<file path="src/rtl/assert_macros.svh">
// Assertion helpers for the DMX512 receiver.
// Each macro samples on the rising edge of clk and stays quiet while rst_n is low.
`ifndef ASSERT_MACROS_SVH
`define ASSERT_MACROS_SVH

`ifndef ASSERT_OFF

// The consequent must hold in the same cycle as the antecedent.
`define ASSERT_SAME(lbl, ante, cons) \
    lbl: assert property (@(posedge clk) disable iff (!rst_n) (ante) |-> (cons)) \
        else $error("assertion failed: same-cycle implication");

// The consequent must hold in the cycle after the antecedent.
`define ASSERT_NEXT(lbl, ante, cons) \
    lbl: assert property (@(posedge clk) disable iff (!rst_n) (ante) |=> (cons)) \
        else $error("assertion failed: next-cycle implication");

`else

`define ASSERT_SAME(lbl, ante, cons)
`define ASSERT_NEXT(lbl, ante, cons)

`endif

`endif

</file>
<file path="src/rtl/dmxr_pkg.sv">
`default_nettype none

package dmxr_pkg;

    // Fixed geometry of the channel store and the slot counter.
    localparam int STORE_DEPTH = 512;
    localparam int ADDR_W      = 9;
    localparam int INDEX_W     = 10;
    localparam int BYTE_W      = 8;

    // Receiver states.
    typedef enum logic [1:0] {
        ST_IDLE  = 2'd0,
        ST_BREAK = 2'd1,
        ST_DATA  = 2'd2
    } rx_state_t;

    // Kind of input word.
    typedef enum logic {
        OP_BYTE = 1'b0,
        OP_READ = 1'b1
    } op_t;

    // One input word after unpacking.
    typedef struct packed {
        op_t               op;
        logic              brk;
        logic [BYTE_W-1:0] data;
        logic [ADDR_W-1:0] rd;
    } item_t;

    // Result of one step, minus the read data that comes from the store.
    typedef struct packed {
        rx_state_t          state;
        logic [INDEX_W-1:0] slot_index;
        logic               stored;
        logic               frame_done;
        logic               read_hit;
    } result_t;

    // Write port request to the channel store.
    typedef struct packed {
        logic              en;
        logic [ADDR_W-1:0] addr;
        logic [BYTE_W-1:0] data;
    } store_wr_t;

    // Read port request to the channel store.
    typedef struct packed {
        logic              en;
        logic [ADDR_W-1:0] addr;
    } store_rd_t;

endpackage

`default_nettype wire

</file>
<file path="src/rtl/dmx512_frame_receiver_unit.sv">
// Channel  Dir  Handshake            Payload
// s_       in   s_tvalid/s_tready    tuser: op, break_flag; tdata: rx_byte, read_channel
// m_       out  m_tvalid/m_tready    tdata: rx_state, slot_index, stored, frame_done,
//                                    read_value
// One word is accepted per cycle while the output is not stalled; each result passes through
// the input register, then the output register with the store read data, and is presented
// from the output register.
// The state update and the store access happen as a word moves to the output register.
// Reset clears the receiver state; the store reads as zero until a frame writes it,
// tracked by a fill mark, so no clearing pass is needed.
// A stalled output holds its word while one more input word waits in the input register.
`default_nettype none

`include "assert_macros.svh"

module dmx512_frame_receiver_unit
    import dmxr_pkg::*;
#(
    parameter int CHANNELS = 512
)
(
    input  wire logic        clk,
    input  wire logic        rst_n,
    input  wire logic        s_tvalid,
    output logic             s_tready,
    input  wire logic [1:0]  s_tuser,   // [0] op, [1] break_flag
    input  wire logic [23:0] s_tdata,   // [7:0] rx_byte, [16:8] read_channel, rest zero
    output logic             m_tvalid,
    input  wire logic        m_tready,
    output logic [23:0]      m_tdata    // [1:0] rx_state, [11:2] slot_index, [12] stored,
                                        // [13] frame_done, [21:14] read_value, rest zero
);

    logic        in_valid_reg;
    item_t       in_item_reg;
    logic        out_valid_reg;
    result_t     out_res_reg;
    logic        advance;
    item_t       in_item;
    result_t     res;
    store_wr_t   wr;
    store_rd_t   rd;
    logic [BYTE_W-1:0] store_q;
    logic [BYTE_W-1:0] read_value;

    // Unpack the incoming word.
    always_comb
    begin
        in_item.op   = op_t'(s_tuser[0]);
        in_item.brk  = s_tuser[1];
        in_item.data = s_tdata[7:0];
        in_item.rd   = s_tdata[16:8];
    end

    assign advance  = in_valid_reg && (!out_valid_reg || m_tready);
    assign s_tready = !in_valid_reg || advance;

    // Input register.
    always_ff @(posedge clk or negedge rst_n)
    begin
        if (!rst_n)
        begin
            in_valid_reg <= 1'b0;
        end
        else if (s_tvalid && s_tready)
        begin
            in_valid_reg <= 1'b1;
        end
        else if (advance)
        begin
            in_valid_reg <= 1'b0;
        end
    end

    always_ff @(posedge clk)
    begin
        if (s_tvalid && s_tready)
        begin
            in_item_reg <= in_item;
        end
    end

    dmxr_fsm #(
        .CHANNELS (CHANNELS)
    ) u_fsm (
        .clk   (clk),
        .rst_n (rst_n),
        .en    (advance),
        .item  (in_item_reg),
        .res   (res),
        .wr    (wr),
        .rd    (rd)
    );

    dmxr_store u_store (
        .clk (clk),
        .wr  (wr),
        .rd  (rd),
        .q   (store_q)
    );

    // Output register.
    always_ff @(posedge clk or negedge rst_n)
    begin
        if (!rst_n)
        begin
            out_valid_reg <= 1'b0;
        end
        else if (advance)
        begin
            out_valid_reg <= 1'b1;
        end
        else if (m_tready)
        begin
            out_valid_reg <= 1'b0;
        end
    end

    always_ff @(posedge clk)
    begin
        if (advance)
        begin
            out_res_reg <= res;
        end
    end

    // Slots never written since reset read as zero.
    assign read_value = out_res_reg.read_hit ? store_q : '0;
    assign m_tvalid   = out_valid_reg;
    assign m_tdata    = {2'b00, read_value, out_res_reg.frame_done, out_res_reg.stored,
                         out_res_reg.slot_index, out_res_reg.state};

    // A finished frame leaves the receiver idle, having just stored its last slot.
    `ASSERT_SAME(a_done_idle, m_tvalid && out_res_reg.frame_done,
                 out_res_reg.stored && (out_res_reg.state == ST_IDLE))
    // While receiving data the slot index stays inside the frame.
    `ASSERT_SAME(a_data_index, m_tvalid && (out_res_reg.state == ST_DATA),
                 out_res_reg.slot_index < INDEX_W'(CHANNELS))
    // A stored byte always advances the slot index past zero.
    `ASSERT_SAME(a_stored_index, m_tvalid && out_res_reg.stored,
                 out_res_reg.slot_index != '0)
    // A word that moves on is replaced by a valid result in the next cycle.
    `ASSERT_NEXT(a_advance_out, advance, out_valid_reg)

endmodule

`default_nettype wire

</file>
<file path="src/rtl/dmxr_store.sv">
`default_nettype none

module dmxr_store
    import dmxr_pkg::*;
(
    input  wire logic              clk,
    input  wire store_wr_t         wr,
    input  wire store_rd_t         rd,
    output logic [BYTE_W-1:0]      q
);

    logic [BYTE_W-1:0] mem [STORE_DEPTH];
    logic [BYTE_W-1:0] q_reg;

    // Single write port and one registered read port; a step never does both.
    always_ff @(posedge clk)
    begin
        if (wr.en)
        begin
            mem[wr.addr] <= wr.data;
        end
        if (rd.en)
        begin
            q_reg <= mem[rd.addr];
        end
    end

    assign q = q_reg;

endmodule

`default_nettype wire

</file>
<file path="src/rtl/dmxr_fsm.sv">
`default_nettype none

module dmxr_fsm
    import dmxr_pkg::*;
#(
    parameter int CHANNELS = 512
)
(
    input  wire logic  clk,
    input  wire logic  rst_n,
    input  wire logic  en,
    input  wire item_t item,
    output result_t    res,
    output store_wr_t  wr,
    output store_rd_t  rd
);

    localparam logic [INDEX_W-1:0] LastIndex = INDEX_W'(CHANNELS);

    rx_state_t          state_reg, state_next;
    logic [INDEX_W-1:0] index_reg, index_next;
    // Fill mark: slots below it were written since reset, the rest read as zero.
    logic [INDEX_W-1:0] fill_reg, fill_next;
    logic [INDEX_W-1:0] index_plus;
    logic               stored;
    logic               done;

    assign index_plus = index_reg + INDEX_W'(1);

    // Next state for one word.
    always_comb
    begin
        state_next = state_reg;
        index_next = index_reg;
        fill_next  = fill_reg;
        stored     = 1'b0;
        done       = 1'b0;
        if (item.op == OP_READ)
        begin
            state_next = state_reg;
        end
        else if (item.brk)
        begin
            state_next = ST_BREAK;
        end
        else
        begin
            unique case (state_reg)
                ST_IDLE:
                begin
                    state_next = ST_IDLE;
                end
                ST_BREAK:
                begin
                    if (item.data == '0)
                    begin
                        state_next = ST_DATA;
                        index_next = '0;
                    end
                    else
                    begin
                        state_next = ST_IDLE;
                    end
                end
                ST_DATA:
                begin
                    if (index_reg >= LastIndex)
                    begin
                        state_next = ST_IDLE;
                    end
                    else
                    begin
                        stored     = 1'b1;
                        index_next = index_plus;
                        if (index_plus > fill_reg)
                        begin
                            fill_next = index_plus;
                        end
                        if (index_plus >= LastIndex)
                        begin
                            state_next = ST_IDLE;
                            done       = 1'b1;
                        end
                    end
                end
                default:
                begin
                    state_next = ST_IDLE;
                end
            endcase
        end
    end

    // State registers advance only when the word moves to the output stage.
    always_ff @(posedge clk or negedge rst_n)
    begin
        if (!rst_n)
        begin
            state_reg <= ST_IDLE;
            index_reg <= '0;
            fill_reg  <= '0;
        end
        else if (en)
        begin
            state_reg <= state_next;
            index_reg <= index_next;
            fill_reg  <= fill_next;
        end
    end

    // Store requests and the step result.
    always_comb
    begin
        wr.en   = en && stored;
        wr.addr = index_reg[ADDR_W-1:0];
        wr.data = item.data;
        rd.en   = en && (item.op == OP_READ);
        rd.addr = item.rd;

        res.state      = state_next;
        res.slot_index = index_next;
        res.stored     = stored;
        res.frame_done = done;
        res.read_hit   = (item.op == OP_READ) && ({1'b0, item.rd} < fill_reg);
    end

endmodule

`default_nettype wire

</file>
<file path="config.mk">
export PLATFORM = sky130hd
export DESIGN_NAME = dmx512_frame_receiver_unit
export DESIGN_NICKNAME = d
export VERILOG_FILES = /design/src/rtl/dmxr_pkg.sv /design/src/rtl/dmx512_frame_receiver_unit.sv /design/src/rtl/dmxr_store.sv /design/src/rtl/dmxr_fsm.sv
export VERILOG_INCLUDE_DIRS = /design/src /design/src/rtl
export SDC_FILE = /design/constraint.sdc
export NUM_CORES = 2
export LEC_CHECK = 0
export BUFFER_PORTS_ARGS = -buffer_cell sky130_fd_sc_hd__buf_2
export CAP_MARGIN = 10
export CORE_MARGIN = 3
export CORE_UTILIZATION = 50
export CTS_BUF_LIST = sky130_fd_sc_hd__clkbuf_16
export CTS_CLUSTER_DIAMETER = 30
export DETAILED_ROUTE_END_ITERATION = 8
export PLACE_DENSITY = 0.67
export SLEW_MARGIN = 20
export SYNTH_ARGS = -nofsm -noshare
export SYNTH_HDL_FRONTEND = slang
export SYNTH_SLANG_ARGS = --single-unit
</file>
<file path="constraint.sdc">
create_clock -name clk -period 8 [get_ports clk]
set_input_delay 2.4 -clock clk [delete_from_list [all_inputs] [get_ports clk]]
set_output_delay 2.4 -clock clk [all_outputs]
set_load 0.01 [all_outputs]
</file>
* After elaboration in Yosys (flattened, before gate mapping)
Memories as Yosys holds them, arrays and structs flattened. A register that Yosys moved wholly into a read port is not among the register bits.
Index checks and enable logic that the tools add are counted.
** Word-level totals
- Register bits :: 58
- Latch bits :: 0
- Memory bits (writable) :: 4096
- ROM bits :: 0
- Output and inout port bits :: 26
- Logic and storage cells :: 63
- Memories kept :: 1
** Memories
- u_store.mem :: words 512, width 8, rd ports 1, clocked after Yosys merged registers in 1, wr ports 1, line dmxr_store.sv:12 : logic [BYTE_W-1:0] mem [STORE_DEPTH];
** Cells by class
- Add/subtract/negate cells :: 1
- $mul :: 0
- Div/mod/pow operators :: 0
- Magnitude comparators :: 4
- Equal/unequal tests :: 2
- Shift-type cells :: 0
- Mux-type cells :: 23
- Bitwise gates (word level) :: 4
- Reductions and logical operators :: 14
** Operator list (count)
- $mux W10 :: 4
- $ge A10 B10 Y1 const B :: 2
- $pmux W10 S2 :: 1
- $mux W1 :: 11
- $add A10 B1 Y10 const B :: 1
- $gt A10 B10 Y1 :: 1
- $lt A9 B10 Y1 :: 1
- $mux W2 :: 5
- $logic_not A8 Y1 :: 1
- $mux W8 :: 1
- $reduce_and A6 Y1 :: 1
- $logic_and A1 B1 Y1 :: 5
- $not A1 Y1 :: 4
- $pmux W2 S2 :: 1
- $reduce_bool A2 Y1 :: 2
- $reduce_or A4 Y1 :: 1
- $eq A2 B1 Y1 const B :: 1
- $eq A2 B2 Y1 const B :: 1
- $logic_not A1 Y1 :: 2
- $logic_or A1 B1 Y1 :: 2

* Depth between registers and ports, before layout
- Depth after elaboration :: 8
- Mapped depth :: 15

* Modules after synthesis
A second synthesis with hierarchy kept.
** Second synthesis, totals
- Cell total of the unflattened synthesis :: 8319
- Area total of the unflattened synthesis :: 163369.2 um^2
** By module, submodules not included
- dmxr_store :: times used 1, cells each 8030, area an instance 160007.2 um^2
- dmxr_fsm :: times used 1, cells each 222, area an instance 2063.2 um^2
- dmx512_frame_receiver_unit :: times used 1, cells each 67, area an instance 1298.7 um^2

* Worst setup path after synthesis
No wires, ideal clock.
- Path type :: flip-flop to flip-flop
- From :: register in_item_reg[12] (netlist bit)
- To :: memory u_store.mem[0][3] (data pin)
- Arrival :: 6.174 ns
- Required time :: 6.562 ns
- Path slack :: 0.388 ns
- Stages on the path, launching flop included :: 1
- Period minus slack after synthesis :: 7.612 ns
- Path through :: edfxtp_1
** RTL lines
- start: declaration :: line dmx512_frame_receiver_unit.sv:35 : item_t in_item_reg;
- start signal: assignment :: line dmx512_frame_receiver_unit.sv:79 : in_item_reg <= in_item;
- end: declaration :: line dmxr_store.sv:12
Straight into the memory's write port.

==> impl_metrics.toml <==
[cts]
cts_buffers = 654
cts-root-to-sink-buffers = 4
clk_pin_slew_worst_paths_ps = 50
post_cts_resize_count = 0
post_cts.repair.setup_buffers = 0
tritoncts = "built"
clk-insertion-delay-late_ps = 1040
cts-htree-levels = 6
cts_root_buf = "clkbuf_16"
cts_hold_buffers = 0
clock-sinks = 4162

[grt]
grt_pass1_vias = 83800
busiest_layer = "met2"
globalRouteMet3Util = 0.0663
global_route.usage.total = 0.264
antenna_found_initial = 36
grtUsageMet2 = 0.406
grt.overflow.total = 0
grtUsageMet1 = 0.362
wire_length_of_the_first_global_routing_pass_mm = 626
grt_start_max_net_pins = 214

[finish]
largest_reg_flops = 4096
fill_cells = 22400
finish.cell_count_without_fillers = 13000
layout-area-overhead-vs-synth_pct = 17.1
layout.nets = 8156
final_layout_size_suffix_gt1_frac = 0.283
finish.instance_area_um2 = 190000
final_core_utilization = 0.590

[yosys]
synthArstFlopShare = 0.00577
synth_area_leader_cell = "edfxtp_1"
postSynthCellCount = 7668
synth_seq_area_share = 0.770
synth_seq_cells = 4162
synth_cell_types = 78
post_synth_main_area_contributors = "edfxtp_1, mux4_2, nor2_1"
dominant_synthesized_flop_cell = "edfxtp_1"
synth_warnings = 0
number_of_enable_flip_flop_cells_after_synthesis = 4138
synth_top_cell_area_share = 0.766
post_synth_instance_area_um2 = 162000
mean_syn_cell_area_um2 = 21.2

[placement]
post-place-cells = 11700
gp_congestion = 0.857
post-dp-hpwl_mm = 256
dpl_cell_area_um2 = 167000
post-place-ws_ps = 2230
place.port_buffers = 46

[hold_path]
holdPathEnd = "u_fsm.fill_reg[1]$_DFFE_PN0P_"
min_path_cells = 1
hp-class = "register to register"
worst_hold_startpoint = "u_fsm.fill_reg[1]$_DFFE_PN0P_"

[pwr]
netSwitchingPower_mw = 12.3
power.share.sequential = 0.436
total_power_mw = 55.3
clock_power_share = 0.518
sw_frac_of_total = 0.222
design_internal_power_mw = 43.0
power.static_leakage_nw = 60.5
power.combinational.fraction = 0.046
max-vdd-ir-drop_v = 0.000259
power.density_nw_per_um2 = 291

[critical_path]
r2r-end = "u_store.q[6]$_DFFE_PP_"
critical_path.cell_chain = "buf_12, buf_4, buf_4, mux4_2, mux4_2, o22ai_1, nor3_1, a21oi_1, o211ai_1"
timing.critical_path.from_type = "register"
regToRegStartpoint = "in_item_reg[1]$_DFFE_PP_"
data_required_time_at_the_worst_endpoint_ps = 8720
worst-r2r-setup-slack_ps = 2700
crit_family = "buffers and inverters"
cell_with_the_biggest_individual_delay_on_the_critical_path = "edfxtp_1"
type_of_destination_of_the_critical_path = "register"
timing.critical_path.buf_inv = 3
r2r.worst_path.cells = 9
critPathMaxFanout = 62
timing_worst_setup_path_type = "register to register"
cp_data_arrival_time_ps = 6020
critPathMaxStageDelay_ps = 1070

[timing]
max_slew_margin = 0.156
post-route-period-util = 0.663
worst_hold_slack_ps = 505
worst_clock_skew_ps = 65.0
post-route-min-period_ps = 5300
timing.final.setup_violations = 0
final_hold_viol_count = 0
slew_violations = 0
worst_pin_slew_ps = 1270
fin_ws_ps = 2700
achievable_freq_mhz = 189
setup-tns-final_ps = 0
grt_setup_unrepaired = "no"

[floorplanning]
initial_cell_density_of_the_core = 0.504
die_width_um = 576
die_area_um2 = 331000
fp.coreArea_um2 = 322000
chipHeight_um = 576
core.rowCount = 208
num_io_pins = 56

[route]
postRouteAntennaNets = 0
routedWlPerCell_um = 33.8
num_vias = 83200
detail_route.first_pass.iterations = 6
drt_wl_total_mm = 439
drt_iter0_drc = 12200
route.detailed.vias_per_inst = 6.42
drc = 0

[flow_run]
max_cap_violations = 0

[status]
result_of_the_run = "complete, no violations"
==> worst max-delay path by stage <==
stage | cells past startpoint | startpoint | endpoint
after global routing | 9 | in_item_reg[1]$_DFFE_PP_ | u_store.q[6]$_DFFE_PP_
final | 9 | in_item_reg[1]$_DFFE_PP_ | u_store.q[6]$_DFFE_PP_
after CTS | 8 | in_item_reg[0]$_DFFE_PP_ | u_store.q[0]$_DFFE_PP_
after global placement | 8 | m_tready | u_store.mem[404][1]$_DFFE_PP_
after detailed placement | 8 | m_tready | u_store.mem[245][4]$_DFFE_PP_
after floorplan | 0 | in_item_reg[12]$_DFFE_PP_ | u_store.mem[0][3]$_DFFE_PP_
==> cells in the mapped netlist (all sizes together), types with 42 or more instances <==
cell type,number
a21oi,104
a31oi,42
buf,302
clkbuf,175
edfxtp,4138
mux2,64
mux2i,202
mux4,1019
nand2,242
nand3,78
nor2,652
o21ai,137
o22ai,65
==> cell type report <==
| type | count | area [um^2] | share of cell area |
|---|---|---|---|
| inverters | 23 | 93.8 | 0.000494 |
| repair buffers | 253 | 2230 | 0.0118 |
| flip-flops and latches | 4162 | 125000 | 0.657 |
| multi-input cells | 3007 | 34800 | 0.183 |
| clock inverters | 534 | 5950 | 0.0313 |
| diodes | 19 | 47.5 | 0.000250 |
| clock buffers | 664 | 16600 | 0.0875 |
| well taps | 4305 | 5390 | 0.0283 |
==> power by group through the flow <==
| stage | sequential [mW] | clock (mW) | combinational [mW] |
|---|---|---|---|
| after global routing | 24.1 | 29.9 | 2.62 |
| after floorplan | 24.9 | 0 | 1.31 |
| after detailed placement | 24.5 | 0 | 2.49 |
| after global placement | 24.5 | 0 | 2.45 |
| final | 24.1 | 28.6 | 2.52 |
| after CTS | 24.1 | 28.9 | 2.50 |
==> placed cells by master, fill, tap and decap left out, types with 46 or more instances in the layout <==
master / netlist / routed
buf_2: 131 / 46
clkinvlp_4: 0 / 57
nand3_1: 78 / 62
clkinv_4: 0 / 50
bufinv_16: 0 / 87
clkbuf_16: 0 / 664
inv_6: 0 / 59
a21oi_1: 104 / 104
nor2_1: 652 / 644
clkinv_1: 1 / 73
clkinv_2: 0 / 96
o22ai_1: 65 / 65
edfxtp_1: 4138 / 4138
mux2_2: 64 / 64
buf_4: 106 / 173
mux2i_1: 202 / 202
o21ai_0: 135 / 135
nand2_1: 242 / 239
inv_1: 20 / 82
mux4_2: 1019 / 1019
==> kinds of logic after synthesis <==
kind of cell               count (synthesis)  synth area share
DFF                                     4162             0.770
AOI/OAI and AO/OA                        588            0.0238
xor gates and xnor gates                   8          0.000432
adders and majority gates                 25           0.00193
other                                      1         0.0000231
and+or+nand+nor                         1099            0.0281
muxes                                   1285             0.158
buffers and inverters                    500            0.0175
==> metal layers <==
metal  part of all wire  routed length (um)  vias to the layer above
met3               0.11               48900                      946
met1               0.37              162000                    44000
met4              0.044               19100                       24
met2               0.48              208000                     5305
li1                   -                   -                    33000
met5            0.00039                 172                        -
Power figures use the tool's default switching activity.
